$ cat src/design/scbp_pkg.sv
// ----------------------------------------------------------------------------
// scbp_pkg
// shared constants, byte codes and the command record passed front to back
// ----------------------------------------------------------------------------
package scbp_pkg;

    // text frame sizing
    localparam int TEXT_CAPACITY = 64;
    localparam int TEXT_CNT_W    = $clog2(TEXT_CAPACITY);
    localparam int TEXT_INDEX_W  = 6;

    // field widths
    localparam int BYTE_W   = 8;
    localparam int TARGET_W = 15;
    localparam int DIR_W    = 2;

    // command queue between front and back
    localparam int QUEUE_DEPTH = 4;
    localparam int QUEUE_PTR_W = $clog2(QUEUE_DEPTH);
    localparam int QUEUE_CNT_W = $clog2(QUEUE_DEPTH + 1);

    // byte codes
    localparam logic [BYTE_W-1:0] BYTE_LIFT_UP   = 8'h01;
    localparam logic [BYTE_W-1:0] BYTE_LIFT_DOWN = 8'h02;
    localparam logic [BYTE_W-1:0] BYTE_LIFT_STOP = 8'h00;
    localparam logic [BYTE_W-1:0] BYTE_TEXT_OPEN = 8'h24;  // '$'
    localparam logic [BYTE_W-1:0] BYTE_TEXT_CLOSE = 8'h23; // '#'
    localparam logic [BYTE_W-1:0] BYTE_BIN_OPEN  = 8'h0F;
    localparam logic [BYTE_W-1:0] BYTE_BIN_CLOSE = 8'h1F;

    // lift direction codes
    localparam logic signed [DIR_W-1:0] DIR_UP   = 2'sd1;
    localparam logic signed [DIR_W-1:0] DIR_DOWN = -2'sd1;
    localparam logic signed [DIR_W-1:0] DIR_STOP = 2'sd0;

    // decimal weights of the binary frame digits
    localparam int WEIGHT_HUNDREDS = 100;
    localparam int WEIGHT_TENS     = 10;

    // classified byte, one per accepted transfer
    typedef struct packed {
        logic                     lift_valid;
        logic signed [DIR_W-1:0]  lift_dir;
        logic                     target_valid;
        logic [BYTE_W-1:0]        digit0;
        logic [BYTE_W-1:0]        digit1;
        logic [BYTE_W-1:0]        digit2;
        logic                     text_start;
        logic                     text_valid;
        logic [BYTE_W-1:0]        text_byte;
        logic [TEXT_INDEX_W-1:0]  text_index;
        logic                     text_end;
        logic                     text_abort;
    } t_cmd;

endpackage

$ cat src/design/scbp_front.sv
// ----------------------------------------------------------------------------
// scbp_front
// accepts bytes, tracks text and binary frame state, emits one command each
// ----------------------------------------------------------------------------
module scbp_front (
    input  logic                           i_clk,
    input  logic                           i_rst_n,
    input  logic                           i_valid,
    output logic                           o_stall,
    input  logic [scbp_pkg::BYTE_W-1:0]    i_rx_byte,
    input  logic                           i_queue_full,
    output logic                           o_push,
    output scbp_pkg::t_cmd                 o_cmd
);

    // binary frame step codes
    localparam logic [2:0] STEP_IDLE  = 3'd0;
    localparam logic [2:0] STEP_D0    = 3'd1;
    localparam logic [2:0] STEP_D1    = 3'd2;
    localparam logic [2:0] STEP_D2    = 3'd3;
    localparam logic [2:0] STEP_CLOSE = 3'd4;

    logic                                r_in_text;
    logic                                n_in_text;
    logic [scbp_pkg::TEXT_CNT_W-1:0]     r_text_count;
    logic [scbp_pkg::TEXT_CNT_W-1:0]     n_text_count;
    logic [2:0]                          r_step;
    logic [2:0]                          n_step;
    logic [scbp_pkg::BYTE_W-1:0]         r_digit0;
    logic [scbp_pkg::BYTE_W-1:0]         r_digit1;
    logic [scbp_pkg::BYTE_W-1:0]         r_digit2;
    logic [scbp_pkg::BYTE_W-1:0]         n_digit0;
    logic [scbp_pkg::BYTE_W-1:0]         n_digit1;
    logic [scbp_pkg::BYTE_W-1:0]         n_digit2;
    logic                                w_text_full;
    scbp_pkg::t_cmd                      w_cmd;

    assign o_stall     = i_queue_full;
    assign o_push      = i_valid && !i_queue_full;
    assign o_cmd       = w_cmd;
    assign w_text_full = (r_text_count == scbp_pkg::TEXT_CNT_W'(scbp_pkg::TEXT_CAPACITY - 1));

    always_comb begin
        n_in_text    = r_in_text;
        n_text_count = r_text_count;
        n_step       = r_step;
        n_digit0     = r_digit0;
        n_digit1     = r_digit1;
        n_digit2     = r_digit2;
        w_cmd        = '0;

        // lift bytes only count outside any frame
        if (!r_in_text && r_step == STEP_IDLE) begin
            if (i_rx_byte == scbp_pkg::BYTE_LIFT_UP) begin
                w_cmd.lift_valid = 1'b1;
                w_cmd.lift_dir   = scbp_pkg::DIR_UP;
            end else if (i_rx_byte == scbp_pkg::BYTE_LIFT_DOWN) begin
                w_cmd.lift_valid = 1'b1;
                w_cmd.lift_dir   = scbp_pkg::DIR_DOWN;
            end else if (i_rx_byte == scbp_pkg::BYTE_LIFT_STOP) begin
                w_cmd.lift_valid = 1'b1;
                w_cmd.lift_dir   = scbp_pkg::DIR_STOP;
            end
        end

        if (i_rx_byte == scbp_pkg::BYTE_TEXT_OPEN) begin
            // open or restart, binary frame untouched
            n_in_text        = 1'b1;
            n_text_count     = '0;
            w_cmd.text_start = 1'b1;
        end else if (r_in_text) begin
            if (i_rx_byte == scbp_pkg::BYTE_TEXT_CLOSE) begin
                n_in_text      = 1'b0;
                w_cmd.text_end = 1'b1;
            end else if (!w_text_full) begin
                w_cmd.text_valid = 1'b1;
                w_cmd.text_byte  = i_rx_byte;
                w_cmd.text_index = scbp_pkg::TEXT_INDEX_W'(r_text_count);
                n_text_count     = r_text_count + 1'b1;
            end else begin
                n_in_text        = 1'b0;
                w_cmd.text_abort = 1'b1;
            end
        end else begin
            case (r_step)
                STEP_IDLE: begin
                    if (i_rx_byte == scbp_pkg::BYTE_BIN_OPEN) begin
                        n_step = STEP_D0;
                    end
                end
                STEP_D0: begin
                    n_digit0 = i_rx_byte;
                    n_step   = STEP_D1;
                end
                STEP_D1: begin
                    n_digit1 = i_rx_byte;
                    n_step   = STEP_D2;
                end
                STEP_D2: begin
                    n_digit2 = i_rx_byte;
                    n_step   = STEP_CLOSE;
                end
                STEP_CLOSE: begin
                    if (i_rx_byte == scbp_pkg::BYTE_BIN_CLOSE) begin
                        w_cmd.target_valid = 1'b1;
                        w_cmd.digit0       = r_digit0;
                        w_cmd.digit1       = r_digit1;
                        w_cmd.digit2       = r_digit2;
                    end
                    n_step = STEP_IDLE;
                end
                default: begin
                    n_step = STEP_IDLE;
                end
            endcase
        end
    end

    always_ff @(posedge i_clk) begin
        if (!i_rst_n) begin
            r_in_text    <= 1'b0;
            r_text_count <= '0;
            r_step       <= STEP_IDLE;
            r_digit0     <= '0;
            r_digit1     <= '0;
            r_digit2     <= '0;
        end else if (o_push) begin
            r_in_text    <= n_in_text;
            r_text_count <= n_text_count;
            r_step       <= n_step;
            r_digit0     <= n_digit0;
            r_digit1     <= n_digit1;
            r_digit2     <= n_digit2;
        end
    end

endmodule

$ cat src/design/scbp_queue.sv
// ----------------------------------------------------------------------------
// scbp_queue
// small command fifo that lets front and back stall independently
// ----------------------------------------------------------------------------
module scbp_queue (
    input  logic            i_clk,
    input  logic            i_rst_n,
    input  logic            i_push,
    input  scbp_pkg::t_cmd  i_cmd,
    output logic            o_full,
    input  logic            i_pop,
    output logic            o_not_empty,
    output scbp_pkg::t_cmd  o_cmd
);

    scbp_pkg::t_cmd                      r_entry [scbp_pkg::QUEUE_DEPTH];
    logic [scbp_pkg::QUEUE_PTR_W-1:0]    r_wr_ptr;
    logic [scbp_pkg::QUEUE_PTR_W-1:0]    r_rd_ptr;
    logic [scbp_pkg::QUEUE_CNT_W-1:0]    r_count;
    logic [scbp_pkg::QUEUE_CNT_W-1:0]    n_count;

    assign o_full      = (r_count == scbp_pkg::QUEUE_CNT_W'(scbp_pkg::QUEUE_DEPTH));
    assign o_not_empty = (r_count != '0);
    assign o_cmd       = r_entry[r_rd_ptr];

    always_comb begin
        n_count = r_count;
        if (i_push && !i_pop) begin
            n_count = r_count + 1'b1;
        end else if (!i_push && i_pop) begin
            n_count = r_count - 1'b1;
        end
    end

    always_ff @(posedge i_clk) begin
        if (!i_rst_n) begin
            r_wr_ptr <= '0;
            r_rd_ptr <= '0;
            r_count  <= '0;
        end else begin
            if (i_push) begin
                r_wr_ptr <= r_wr_ptr + 1'b1;
            end
            if (i_pop) begin
                r_rd_ptr <= r_rd_ptr + 1'b1;
            end
            r_count <= n_count;
        end
    end

    // payload storage, no reset
    always_ff @(posedge i_clk) begin
        if (i_push) begin
            r_entry[r_wr_ptr] <= i_cmd;
        end
    end

endmodule

$ cat src/design/scbp_back.sv
// ----------------------------------------------------------------------------
// scbp_back
// decodes binary frame value and holds the result in the output register
// ----------------------------------------------------------------------------
module scbp_back (
    input  logic                                  i_clk,
    input  logic                                  i_rst_n,
    input  logic                                  i_not_empty,
    input  scbp_pkg::t_cmd                        i_cmd,
    output logic                                  o_pop,
    output logic                                  o_valid,
    input  logic                                  i_stall,
    output logic                                  o_lift_valid,
    output logic signed [scbp_pkg::DIR_W-1:0]     o_lift_dir,
    output logic                                  o_target_valid,
    output logic [scbp_pkg::TARGET_W-1:0]         o_target_value,
    output logic                                  o_text_start,
    output logic                                  o_text_valid,
    output logic [scbp_pkg::BYTE_W-1:0]           o_text_byte,
    output logic [scbp_pkg::TEXT_INDEX_W-1:0]     o_text_index,
    output logic                                  o_text_end,
    output logic                                  o_text_abort
);

    logic                                  r_valid;
    logic                                  r_lift_valid;
    logic signed [scbp_pkg::DIR_W-1:0]     r_lift_dir;
    logic                                  r_target_valid;
    logic [scbp_pkg::TARGET_W-1:0]         r_target_value;
    logic                                  r_text_start;
    logic                                  r_text_valid;
    logic [scbp_pkg::BYTE_W-1:0]           r_text_byte;
    logic [scbp_pkg::TEXT_INDEX_W-1:0]     r_text_index;
    logic                                  r_text_end;
    logic                                  r_text_abort;
    logic [scbp_pkg::TARGET_W-1:0]         w_d0;
    logic [scbp_pkg::TARGET_W-1:0]         w_d1;
    logic [scbp_pkg::TARGET_W-1:0]         w_d2;
    logic [scbp_pkg::TARGET_W-1:0]         n_target_value;

    // load when the register is empty or being drained this cycle
    assign o_pop = i_not_empty && (!r_valid || !i_stall);

    // digits are zero unless the frame completed
    assign w_d0 = scbp_pkg::TARGET_W'(i_cmd.digit0);
    assign w_d1 = scbp_pkg::TARGET_W'(i_cmd.digit1);
    assign w_d2 = scbp_pkg::TARGET_W'(i_cmd.digit2);
    assign n_target_value = w_d0 * scbp_pkg::TARGET_W'(scbp_pkg::WEIGHT_HUNDREDS)
                          + w_d1 * scbp_pkg::TARGET_W'(scbp_pkg::WEIGHT_TENS)
                          + w_d2;

    always_ff @(posedge i_clk) begin
        if (!i_rst_n) begin
            r_valid <= 1'b0;
        end else if (o_pop) begin
            r_valid <= 1'b1;
        end else if (!i_stall) begin
            r_valid <= 1'b0;
        end
    end

    always_ff @(posedge i_clk) begin
        if (o_pop) begin
            r_lift_valid   <= i_cmd.lift_valid;
            r_lift_dir     <= i_cmd.lift_dir;
            r_target_valid <= i_cmd.target_valid;
            r_target_value <= n_target_value;
            r_text_start   <= i_cmd.text_start;
            r_text_valid   <= i_cmd.text_valid;
            r_text_byte    <= i_cmd.text_byte;
            r_text_index   <= i_cmd.text_index;
            r_text_end     <= i_cmd.text_end;
            r_text_abort   <= i_cmd.text_abort;
        end
    end

    assign o_valid        = r_valid;
    assign o_lift_valid   = r_lift_valid;
    assign o_lift_dir     = r_lift_dir;
    assign o_target_valid = r_target_valid;
    assign o_target_value = r_target_value;
    assign o_text_start   = r_text_start;
    assign o_text_valid   = r_text_valid;
    assign o_text_byte    = r_text_byte;
    assign o_text_index   = r_text_index;
    assign o_text_end     = r_text_end;
    assign o_text_abort   = r_text_abort;

endmodule

$ cat src/design/serial_command_byte_parser.sv
// ----------------------------------------------------------------------------
// serial_command_byte_parser
// splits a serial byte stream into lift, text frame and binary frame results
// ----------------------------------------------------------------------------
// path: each accepted byte is registered in the command queue and then in the
// output register, where o_valid shows it
// throughput: one byte per cycle while o_stall is low, set by the front's state update
// a 4-entry command queue absorbs output stalls; o_stall rises when it is full
// reset (synchronous, i_rst_n low) closes any text or binary frame, zeroes
// the stored digits, empties the queue and drops the output register
// ----------------------------------------------------------------------------
module serial_command_byte_parser (
    input  logic                                  i_clk,
    input  logic                                  i_rst_n,
    // input channel
    input  logic                                  i_valid,
    output logic                                  o_stall,
    input  logic [scbp_pkg::BYTE_W-1:0]           i_rx_byte,
    // output channel
    output logic                                  o_valid,
    input  logic                                  i_stall,
    output logic                                  o_lift_valid,
    output logic signed [scbp_pkg::DIR_W-1:0]     o_lift_dir,
    output logic                                  o_target_valid,
    output logic [scbp_pkg::TARGET_W-1:0]         o_target_value,
    output logic                                  o_text_start,
    output logic                                  o_text_valid,
    output logic [scbp_pkg::BYTE_W-1:0]           o_text_byte,
    output logic [scbp_pkg::TEXT_INDEX_W-1:0]     o_text_index,
    output logic                                  o_text_end,
    output logic                                  o_text_abort
);

    // front to queue
    logic            w_push;
    logic            w_full;
    scbp_pkg::t_cmd  w_front_cmd;

    // queue to back
    logic            w_pop;
    logic            w_not_empty;
    scbp_pkg::t_cmd  w_head_cmd;

    // front: owns all frame state, so each byte is classified in the cycle
    // of its transfer and the next byte can follow right away
    scbp_front u_front (
        .i_clk        (i_clk),
        .i_rst_n      (i_rst_n),
        .i_valid      (i_valid),
        .o_stall      (o_stall),
        .i_rx_byte    (i_rx_byte),
        .i_queue_full (w_full),
        .o_push       (w_push),
        .o_cmd        (w_front_cmd)
    );

    // queue: decouples the front from stalls on the output side
    scbp_queue u_queue (
        .i_clk       (i_clk),
        .i_rst_n     (i_rst_n),
        .i_push      (w_push),
        .i_cmd       (w_front_cmd),
        .o_full      (w_full),
        .i_pop       (w_pop),
        .o_not_empty (w_not_empty),
        .o_cmd       (w_head_cmd)
    );

    // back: forms the decimal target value and drives the output register
    scbp_back u_back (
        .i_clk          (i_clk),
        .i_rst_n        (i_rst_n),
        .i_not_empty    (w_not_empty),
        .i_cmd          (w_head_cmd),
        .o_pop          (w_pop),
        .o_valid        (o_valid),
        .i_stall        (i_stall),
        .o_lift_valid   (o_lift_valid),
        .o_lift_dir     (o_lift_dir),
        .o_target_valid (o_target_valid),
        .o_target_value (o_target_value),
        .o_text_start   (o_text_start),
        .o_text_valid   (o_text_valid),
        .o_text_byte    (o_text_byte),
        .o_text_index   (o_text_index),
        .o_text_end     (o_text_end),
        .o_text_abort   (o_text_abort)
    );

endmodule

$ cat config.mk
export PLATFORM = sky130hd
export DESIGN_NAME = serial_command_byte_parser
export DESIGN_NICKNAME = d
export VERILOG_FILES = /design/src/design/scbp_pkg.sv /design/src/design/scbp_front.sv /design/src/design/scbp_queue.sv /design/src/design/scbp_back.sv /design/src/design/serial_command_byte_parser.sv
export SDC_FILE = /design/constraint.sdc
export NUM_CORES = 1
export LEC_CHECK = 0
export ABC_AREA = 1
export ABC_CLOCK_PERIOD_IN_PS = 4900
export CAP_MARGIN = 5
export CELL_PAD_IN_SITES_DETAIL_PLACEMENT = 0
export CELL_PAD_IN_SITES_GLOBAL_PLACEMENT = 2
export CORE_MARGIN = 4
export CORE_UTILIZATION = 40
export DETAILED_ROUTE_END_ITERATION = 6
export DONT_BUFFER_PORTS = 1
export GPL_TIMING_DRIVEN = 0
export PLACE_DENSITY = 0.71
export SETUP_SLACK_MARGIN = 0.2
export SLEW_MARGIN = 20
export SYNTH_ARGS = -nofsm -noshare
export SYNTH_HDL_FRONTEND = slang
export SYNTH_SLANG_ARGS = --single-unit
$ cat constraint.sdc
create_clock -name i_clk -period 4.9 [get_ports i_clk]
set_input_delay 0.49 -clock i_clk [delete_from_list [all_inputs] [get_ports i_clk]]
set_output_delay 0.49 -clock i_clk [all_outputs]
set_load 0.05 [all_outputs]
After elaboration in Yosys (flattened, before gate mapping)
Memories as Yosys holds them, arrays and structs flattened. A register that Yosys moved wholly into a read port is not among the register bits.
Index checks and enable logic that the tools add are counted.

word-level totals
  register bits = 79
  bits in latches = 0
  RAM bits = 184
  ROM bits = 0
  bits of input ports = 12
  output and inout port bits = 39
  logic and storage cells = 104
  memories = 1

memories
  memory           words  width  rd ports  clocked after memory_dff  wr ports  line              RTL
  u_queue.r_entry  4      46     1         1                         1         scbp_queue.sv:16  scbp_pkg::t_cmd r_entry [scbp_pkg::QUEUE_DEPTH];

cells by class
  add/sub/neg operators = 7
  multiply operators = 2
  div/mod/pow operators = 0
  magnitude comparators = 0
  equal/unequal tests = 16
  shift-type cells = 0
  multiplexer cells = 34
  bitwise logic cells = 2
  reductions and logical operators = 22

operators with widths
  cell                                                                   number
  25-bit two-way mux                                                     4
  17-bit two-way mux                                                     2
  15-bit two-way mux                                                     2
  6-bit two-way mux                                                      4
  3-bit two-way mux                                                      7
  4-bit AND reduction                                                    5
  8-bit by 6-bit equality test with 1-bit output, second input constant  2
  15-bit adder                                                           1
  15-bit by 8-bit adder with 15-bit output                               1
  8-bit by 5-bit multiplier with 13-bit output, second input constant    1
  1-bit two-way mux                                                      12
  3-bit case mux with 4 select lines                                     1
  8-bit by 3-bit multiplier with 11-bit output, second input constant    1
  8-bit by 1-bit equality test with 1-bit output, second input constant  1
  8-bit by 2-bit equality test with 1-bit output, second input constant  1
  8-bit by 4-bit equality test with 1-bit output, second input constant  1
  8-bit by 5-bit equality test with 1-bit output, second input constant  1
  8-bit logical NOT                                                      1
  6-bit by 1-bit adder with 6-bit output, second input constant          1
  3-bit by 2-bit equality test with 1-bit output, second input constant  2
  3-bit equality test, second input constant                             2
  6-bit equality test, second input constant                             1
  1-bit logical NOT                                                      6
  1-bit logical AND                                                      5
  12 further kinds                                                       18

Logic depth before layout (Yosys ltp)
Gate-level depths: netlist (run 1).

  depth in word-level cells = 7
  mapped depth = 24
  mapped depth without buffers = 21

Hierarchy
A second synthesis (run 1) with hierarchy kept.

unflattened totals
  cells, all modules = 1,089
  area total of the unflattened synthesis = 12,284.3 um^2

modules (own cells, without submodules)
  module      instances  cells each  area an instance (um^2)
  scbp_queue  1          504         7,268.2
  scbp_back   1          300         2,994.1
  scbp_front  1          285         2,021.9

Least setup slack after synthesis (run 1)
Ideal clock, no wire load.

  path kind = reg-to-reg
  from = reg with a tool-made name
  to = reg u_back.r_target_value, in the netlist u_back.o_target_value[12] (data pin)
  arrival time = 4.144 ns
  required time = 4.641 ns
  setup slack = 0.497 ns
  cell stages (with the launch flop) = 22
  buffers on the path = 2
  period minus slack after synthesis = 4.403 ns
  cell sequence = dfxtp_1 inv_1 buf_2 clkbuf_1 o21ai_0 o22ai_1 ha_1 ha_1 fa_1 ha_1 nand3_1 nand3_1 xor2_1 ha_1 ha_1 nand2_1 inv_1 a21oi_1 a21oi_1 inv_1 nand2_1 xor2_1

RTL lines
  element                 line             RTL
  end signal: assignment  scbp_back.sv:67  r_target_value <= n_target_value;
  end: declaration        scbp_back.sv:29  logic [scbp_pkg::TARGET_W-1:0] r_target_value;

==> results.ini, run 1 <==
[status]
run_status = finished, final reports clean

[cells_and_area]
layout-drive-gt1-share_pct = 13.49
nets = 1162
fin_area_um2 = 13930
syn_to_final_growth_pct = 18.08
fin_util_pct = 48.16
fill_cells = 2649
stdcell_count = 1481
diodes = 0

[detailed_routing]
via_per_inst = 5.011
drt-total-wl_mm = 27.74
route.detailed.drc = 0
via_count = 7422
first_iter_violations = 517
antenna_left = 0
routedWlPerCell_um = 18.73
firstDrtPassIters = 5

[die]
die_area_um2 = 32320
rows = 62
io_pins = 51
die_h_um = 179.8
coreArea_um2 = 28940
start_util_pct = 40.79
die_x_um = 179.8

[logic_synthesis]
synthCells = 1023
yosysUniqueCellTypes = 37
ys_ff_latch = 265
ys_top_cells_by_count = edfxtp_1, nor2_1, o21ai_0
synth_top_area_share_pct = 56.23
syn_avg_cell_area_um2 = 11.54
synthTopCellsByArea = edfxtp_1, dfxtp_1, ha_1
async_reset_ff_share_pct = 0
yosysTopAreaCell = edfxtp_1
yosysSeqAreaShare_pct = 63.70
synth_edf_count = 221
synth_most_common_cell = edfxtp_1
synth_area_um2 = 11800
synth_fp_nets = 1109
ys_warn_count = 0
synth_top_flop_cell = edfxtp_1

[global_route]
grt_max_degree = 24
grt_pass1_vias = 7321
track_usage_pct = 16.94
antenna_found_initial = 0
grt_overflow = 0
grt_pass1_wl_mm = 43.10

[timing]
fmax_mhz = 223.1
setup_viol_count_final = 0
slew_viol_final = 0
hold_violations = 0
worst_hold_slack_ps = 144.4
timing.final.crit_share_pct = 91.46
worstMarginPinSlew_ps = 625.0
rsz0062_at_grt = false
fin_crit_ps = 4481
relSlewSlack_pct = 58.24
fin_skew_ps = 12.84

[place]
dpl_cell_area_um2 = 12580
place_inst = 1417
routabilityCongestion = 0.7621
hpwl_mm = 19.34
portBuffers = 0

[critical_path]
critical_path_class = flip-flop to flip-flop
path_max_fanout = 10
arrival_ps = 4770
cp_top_family = adder cells
cp-end-kind = flip-flop
critPathSlowestCell = fa_1
critPathBufInv = 7
start_kind = flip-flop
path_cells = buf_8 > inv_1 > buf_6 > buf_12 > nor2_2 > o22ai_2 > buf_4 > ha_1 > ha_2 > ha_4 > fa_1 > inv_1 > fa_1 > inv_1 > ha_2 > nand2_1 > nor2_1 > nand2_1 > a21oi_2 > nand3_1 > nand3_1 > nand2_1
cp_slowest_stage_delay_ps = 570
crit_required_ps = 5190

[run]
maxCapViolCount = 0

[clock_tree]
htree_levels = 1
cts_buffer_depth = 3
clock-root-buffer = clkbuf_16
clk_latency_ps = 540
cts_tree = built
cts_hold_buf = 0
cts.clk_slew.worst_paths_ps = 60
cts_sinks = 265
cts_buffers = 29

[min_path]
hold_path.class = input port to flip-flop

==> cell type report <==
class                   count  area, µm²  area share (%)
plain buffers              39      252.7           1.814
clock buffers              36      782.0           5.612
clock inverters            16      202.7           1.455
inverters                 105      396.6           2.846
multi-input cells         614       3953           28.36
flip-flops and latches    265       7525           54.00
well taps                 384      480.5           3.448
repair buffers             22      342.8           2.460
==> logic make-up (layout without fill, tap and decap cells) <==
kind of cell	after synthesis	after routing	synth area share (%)
flops	265	265	63.70
compound gates	240	240	11.01
buf+inv	144	218	4.877
fa+ha+maj	74	74	8.609
simple gates	275	275	9.955
xor+xnor	25	25	1.855
==> through the flow <==
stage,setup WS (ps),TNS (ps)
after CTS,210.9,0
after detailed placement,-669.2,-3525
after global placement,-712.8,-46330
after global routing,192.6,0
final,418.5,0
after floorplan,496.8,0
==> cells in the final DEF (no fill, tap or decap), types with 7 or more instances in the layout <==
master	instances
a21oi_1	58
buf_16	7
buf_4	15
clkbuf_1	18
clkbuf_16	29
clkbuf_2	8
dfxtp_1	42
edfxtp_1	221
fa_1	12
ha_1	51
ha_4	8
inv_1	98
nand2_1	83
nand3_1	16
nand4_1	7
nor2_1	139
nor2_4	7
o21ai_0	111
o21ai_1	8
o22ai_1	35
xnor2_1	8
xor2_1	16
==> worst paths after layout <==
kind,start,end,slack (ps),cells after the start
max reg2reg,flip-flop,u_back.o_target_value[14],420,22
min reg2reg,u_front.r_digit2[6],u_front.r_digit2[6],450,2
min,i_rx_byte[7],u_front.r_digit1[7],140,2
max,flip-flop,u_back.o_target_value[14],420,22
==> worst register-to-register path, stage by stage, from the launching register on <==
cell     delay (ps)
dfxtp_4         350
buf_8           140
inv_1            80
buf_6           130
buf_12          140
nor2_2           50
o22ai_2         240
buf_4           170
ha_1            230
ha_2            350
ha_4            210
fa_1            570
inv_1            60
fa_1            470
inv_1            40
ha_2            370
nand2_1          60
nor2_1           80
nand2_1          90
a21oi_2         170
nand3_1         110
nand3_1          80
nand2_1          50
==> what timing repair did <==
| action | CTS | global route |
|---|---|---|
| setup buffers | 4 | 8 |
| setup endpoints to repair | 8 | 6 |
| pin swaps | 3 | 13 |
| gates resized for setup | 39 | 37 |
==> registers in the layout (all words and copies together) (netlist names), named ones only <==
name	cells
u_queue.r_entry	184
u_back.o_target_value	15
u_back.o_text_byte	8
u_front.r_digit0	8
u_front.r_digit1	8
u_front.r_digit2	8
u_back.o_text_index	6
u_front.r_text_count	6
u_front.r_step	3
u_queue.r_count	3
u_back.o_lift_dir	2
u_queue.r_rd_ptr	2
u_queue.r_wr_ptr	2
u_back.o_lift_valid	1
u_back.o_target_valid	1
u_back.o_text_abort	1
u_back.o_text_end	1
u_back.o_text_start	1
u_back.o_text_valid	1
u_back.o_valid	1
u_front.r_in_text	1
==> layer usage <==
metal	part of all wire, %	wire length [µm]	global-route usage [%]	vias up
met1	48	13270	24.70	3538
met2	45	12600	26.80	148
met3	4.8	1345	3.011	39
li1	-	-	-	3697
met5	0	0	0	-
met4	1.9	520	3.657	0
Power of run 1 is not shown: default switching activity piles up to over one toggle a cycle in this logic, so the estimate is an artifact.
==> run 2: changes to the inputs <==
GPL_TIMING_DRIVEN = 1   (was 0)
HOLD_SLACK_MARGIN = 0.02   (was default)
SYNTH_HIERARCHICAL = 1   (was default)
==> run 2 against run 1 <==
Synthesized cell count grew 6.5%. Critical path depth down 2. Routed wire length down 1.1%. Largest cell class unchanged.
==> results.ini, run 2 <==
[global_route]
track_usage_pct = 16.22  ; -0.72 points
grt_pass1_wl_mm = 43.11  ; about the same
antenna_found_initial = 0  ; unchanged
grt_pass1_vias = 7703  ; +5.2%
grt_overflow = 0  ; unchanged
grt_max_degree = 49  ; +100%

[detailed_routing]
routedWlPerCell_um = 18.04  ; -3.7%
firstDrtPassIters = 4  ; -1
via_count = 7674  ; +3.4%
drt-total-wl_mm = 27.44  ; -1.1%
route.detailed.drc = 0  ; unchanged
antenna_left = 0  ; unchanged
via_per_inst = 5.045  ; +0.68%
first_iter_violations = 373  ; -28%

[cells_and_area]
nets = 1194  ; +2.8%
largest_register = u_queue/r_entry
largest_reg_flops = 184  ; unchanged
final_common_cell = edfxtp_1
fill_cells = 2787  ; +5.2%
syn_to_final_growth_pct = 12.32
layout_common_cells = edfxtp_1, nor2_1, nand2_1
diodes = 0  ; unchanged
layout-drive-gt1-share_pct = 11.58  ; -1.9 points

[die]
io_pins = 51  ; unchanged
rows = 63  ; +1.6%
die_h_um = 183.2  ; +1.9%
start_util_pct = 41.01  ; +0.23 points
coreArea_um2 = 29950  ; +3.5%
die_area_um2 = 33580  ; +3.9%
die_x_um = 183.2  ; +1.9%

[timing]
hold_violations = 0  ; unchanged
worstMarginPinSlew_ps = 1043  ; +418.1 ps
relSlewSlack_pct = 29.82  ; -28 points
fin_skew_ps = 43.38  ; +30.54 ps
tns_ps = 0  ; unchanged
fmax_mhz = 229.1  ; +2.7%
setup_viol_count_final = 0  ; unchanged
timing.final.crit_share_pct = 89.10  ; -2.4 points
fin_crit_ps = 4366  ; -115.7 ps
rsz0062_at_grt = false
slew_viol_final = 0  ; unchanged

[critical_path]
cp_common_cell = ha_1
r2r_slack_ps = 530  ; +120 ps
arrival_ps = 4670  ; -100 ps
path_cells = buf_4 > o21ai_0 > o22ai_2 > buf_4 > ha_1 > ha_1 > fa_1 > ha_1 > or2_1 > nand2_1 > nor2_1 > nor2_1 > xnor2_1 > ha_1 > ha_1 > a21o_1 > a21oi_1 > nand2_2 > nand3_1 > nand2_1
path_max_fanout = 7  ; -3
cp-end-kind = flip-flop
cp_slowest_stage_delay_ps = 470  ; -100 ps
critPathSlowestCell = fa_1
critical_path_class = flip-flop to flip-flop
crit_required_ps = 5200  ; about the same
rr_worst_depth = 20  ; -9.1%
start_kind = flip-flop

[logic_synthesis]
synth_edf_count = 221  ; unchanged
synth_top_flop_cell = edfxtp_1
yosysUniqueCellTypes = 43  ; +16%
syn_avg_cell_area_um2 = 11.28  ; -2.2%
ys_warn_count = 6  ; +6
synth_fp_nets = 1176  ; +6.0%
synth_xor_area_share_pct = 1.569  ; -0.29 points
synthCells = 1089  ; +6.5%
synth_mux_area_share_pct = 0  ; unchanged
yosys.area_share.simple_pct = 13.79  ; +3.8 points
synthTopCellsByArea = edfxtp_1, dfxtp_1, ha_1
synth_most_common_cell = edfxtp_1
synthAdderAreaFrac_pct = 8.372  ; -0.24 points
synth_top_family_by_area = simple AND/OR/NAND/NOR gates
yosysTopAreaCell = edfxtp_1
ys_top_cells_by_count = edfxtp_1, nor2_1, nand2_1
ys_ff_latch = 265  ; unchanged
yosysSeqAreaShare_pct = 61.19  ; -2.5 points
synth_compound_area_share_pct = 9.605  ; -1.4 points
async_reset_ff_share_pct = 0  ; unchanged
synth_top_area_share_pct = 54.02  ; -2.2 points
synth_area_um2 = 12280  ; +4.1%

[place]
hpwl_mm = 17.57  ; -9.2%
portBuffers = 0  ; unchanged
routabilityCongestion = 0.7537  ; -1.1%

[clock_tree]
cts_buffer_depth = 3  ; unchanged
cts_tree = built
clock-root-buffer = clkbuf_16
cts_buffers = 30  ; +3.4%
cts_sinks = 265  ; unchanged
clk_latency_ps = 580  ; +40 ps
cts.clk_slew.worst_paths_ps = 60  ; about the same
htree_levels = 1  ; unchanged

[min_path]
holdPathStages = 2  ; unchanged
hold_path.class = input port to flip-flop

[status]
run_status = finished, final reports clean

[run]
maxCapViolCount = 0  ; unchanged

## run 2: worst max-delay path: cells and delay by family (launching register included)
family	cells	cell delay [ps]
buffers and inverters	2	310
xor gates and xnor gates	1	130
AOI/OAI and AO/OA	4	730
DFF	1	370
and+or+nand+nor	7	680
adders and majority gates	6	1910
## run 2: layout make-up
cell class                 instances  area [µm²]  share of cell area, %
clock buffer                      41       842.1                  6.103
clock inverter                    15       160.2                  1.161
inverter                         107       410.4                  2.974
multi-input combinational        677        4133                  29.95
sequential                       265        7522                  54.52
tap                              390       488.0                  3.536
timing repair buffer              26       242.7                  1.759
## run 2: metal layers
layer  vias up  global-route usage, %  part of all wire [%]
met5         -                      0                     0
met2       111                  28.26                    50
met1      3676                  21.18                    45
met3        33                  3.074                   4.0
met4         0                  3.605                   1.7
li1       3854                      -                     -
## run 2: cell families (layout without fill, tap and decap cells)
kind of cell / count (synthesis) / after routing
buffers and inverters: 147 / 189
AND/OR/NAND/NOR: 360 / 360
XOR/XNOR: 22 / 22
AO/OA/AOI/OAI: 220 / 220
flip-flops: 265 / 265
adder cells (fa/ha/maj): 75 / 75
## run 2: through the flow
stage | setup slack [ps] | utilization [%] | cell area [µm²] | cells | hold slack (ps)
final | 534.3 | 46.07 | 13800 | 1521 | 60.57
after global routing | 216.6 | 46.07 | 13800 | 1521 | 38.41
after CTS | 282.1 | 45.78 | 13710 | 1518 | 21.82
after detailed placement | 299.4 | 42.40 | 12700 | 1461 | 430.1
after global placement | 368.1 | 42.40 | 12700 | 1461 | 432.1
after floorplan | 583.5 | - | 12280 | 1089 | 411.5
## run 2: worst paths after layout
kind	start	to
min reg2reg	u_queue/r_rd_ptr[1]	flip-flop
max reg2reg	flip-flop	u_back/o_target_value[14]
min	i_rst_n	u_front/r_text_count[1]
max	flip-flop	u_back/o_target_value[14]
## run 2: timing repair
action	4_1_cts	5_1_grt
resized for setup	0	13
setup endpoints to repair	0	7
endpoints found under the hold margin	14	0
hold buffers	1	0
buffers inserted	0	2
Power of run 2 is left out for the same reason.
==> run 3: changes to the inputs <==
SYNTH_HIERARCHICAL = default   (was 1)
==> run 3 against run 2 <==
Setup slack better by 10 ps. Worst hold slack better by 8.2 ps. Register-to-register slack hardly changed. Flip-flop and latch count stayed put. Highest routed layer unchanged. Routed wire length is 5.4% lower. Critical path depth is 2 lower. Utilization hardly changed. Fmax is 0.23% higher. Via count is 5.6% lower. Critical endpoint is now u_back.o_target_value[13]. Global-route usage is 0.46 points lower. Cell area is 3.4% lower.
==> results.ini, run 3 (synthesis results as in run 1) <==
[status]
run_status = finished, final reports clean

[clock_tree]
cts_buffer_depth = 3  ; unchanged
cts_buffers = 29  ; -3.3%
cts_tree = built
htree_levels = 1  ; unchanged
cts.clk_slew.worst_paths_ps = 60  ; about the same
clock-root-buffer = clkbuf_16
cts_sinks = 265  ; unchanged
clk_latency_ps = 550  ; -30 ps

[global_route]
track_usage_pct = 15.77  ; -0.46 points
grt_overflow = 0  ; unchanged
grt_pass1_vias = 7076  ; -8.1%
grt_max_degree = 59  ; +20%
grt_pass1_wl_mm = 40.83  ; -5.3%
antenna_found_initial = 0  ; unchanged

[cells_and_area]
layout-drive-gt1-share_pct = 9.528  ; -2.1 points
final_common_cell = edfxtp_1
multi_input_area_um2 = 3785  ; -8.4%
fill_cells = 2680  ; -3.8%
largest_reg_flops = 184  ; unchanged
layout_common_cells = edfxtp_1, nor2_1, o21ai_0
fin_util_pct = 46.04  ; about the same
diodes = 0  ; unchanged
stdcell_count = 1444  ; -5.1%
syn_to_final_growth_pct = 12.89
largest_register = u_queue.r_entry
nets = 1123  ; -5.9%
seqCellArea_um2 = 7522  ; unchanged

[die]
die_h_um = 179.8  ; -1.9%
io_pins = 51  ; unchanged
die_area_um2 = 32320  ; -3.8%
start_util_pct = 40.79  ; -0.23 points
coreArea_um2 = 28940  ; -3.4%
rows = 62  ; -1.6%
die_x_um = 179.8  ; -1.9%

[timing]
tns_ps = 0  ; unchanged
rsz0062_at_grt = false
slew_viol_final = 0  ; unchanged
timing.final.crit_share_pct = 88.89  ; -0.21 points
fin_crit_ps = 4356  ; -10.11 ps
fin_skew_ps = 22.00  ; -21.39 ps
layout_setup_ws_ps = 544.4  ; +10.11 ps
hold_violations = 0  ; unchanged
fmax_mhz = 229.6  ; +0.23%
worstMarginPinSlew_ps = 877.8  ; -165.4 ps
setup_viol_count_final = 0  ; unchanged
relSlewSlack_pct = 41.34  ; +12 points

[place]
hpwl_mm = 16.90  ; -3.8%
portBuffers = 0  ; unchanged
place_inst = 1388  ; -5.0%
routabilityCongestion = 0.7596  ; +0.78%
place_ws_ps = 242.4  ; -57.01 ps

[min_path]
holdPathStages = 2  ; unchanged
hold_path.class = input port to flip-flop

[detailed_routing]
antenna_left = 0  ; unchanged
route.detailed.drc = 0  ; unchanged
drt-total-wl_mm = 25.95  ; -5.4%
firstDrtPassIters = 5  ; +1
via_per_inst = 5.017  ; -0.57%
via_count = 7244  ; -5.6%
routedWlPerCell_um = 17.97  ; -0.39%
first_iter_violations = 464  ; +24%

[critical_path]
start_kind = flip-flop
rr_worst_depth = 18  ; -10%
path_max_fanout = 25  ; +18
cp_slowest_stage_delay_ps = 430  ; -40 ps
critical_path_class = flip-flop to flip-flop
cp-end-kind = flip-flop
crit_required_ps = 5180  ; -20 ps
arrival_ps = 4640  ; -30 ps
path_cells = buf_4 > o21ai_0 > o22ai_1 > ha_1 > ha_1 > fa_1 > nand3_1 > nand3_1 > a21o_1 > a21oi_1 > xor2_1 > ha_1 > ha_1 > a21oi_1 > o21bai_1 > a21oi_1 > nand2_1 > xor2_1
critPathSlowestCell = dfxtp_4
cp_common_cell = ha_1

[run]
maxCapViolCount = 0  ; unchanged

==> run 3: area by class of cell <==
type | instances | area share [%]
sequential | 265 | 56.46
multi-input combinational | 614 | 28.41
clock buffer | 32 | 5.532
tap | 384 | 3.606
inverter | 105 | 2.977
clock inverter | 22 | 1.719
timing repair buffer | 22 | 1.296
==> run 3: worst max-delay path: cells and delay by family (launching register included) <==
family | cells | cell delay, ps
xor+xnor | 2 | 360
buf+inv | 1 | 300
simple gates | 3 | 280
fa+ha+maj | 5 | 1550
compound gates | 7 | 1170
flops | 1 | 430
==> run 3: path summary, 6_finish.rpt <==
kind	endpoint	slack (ps)	start
worst max-delay path	u_back.o_target_value[13]	540	flip-flop
worst min-delay path	u_back.o_valid	70	i_rst_n
worst max register to register	u_back.o_target_value[13]	540	flip-flop
worst min register to register	u_front.r_digit2[3]	450	u_front.r_digit2[3]
==> run 3: per-stage QoR <==
stage | instance area [µm²] | hold slack [ps]
final | 13320 | 68.76
after global routing | 13320 | 54.12
after CTS | 13260 | 43.11
after detailed placement | 12300 | 442.7
after global placement | 12300 | 438.1
after floorplan | 11800 | 429.4
==> run 3: layer usage <==
metal	track usage [%]	vias to the layer above	part of all wire [%]
met5	0	-	0
met3	2.627	25	4.4
met2	24.64	139	44
li1	-	3621	-
met4	2.865	0	1.2
met1	23.58	3459	50
==> run 3: timing repair <==
| action | CTS | global route |
|---|---|---|
| buffers inserted | 0 | 2 |
| endpoints found under the setup margin | 0 | 6 |
| resized for setup | 0 | 13 |
| hold buffers | 0 | 0 |
Power of run 3 is left out for the same reason.
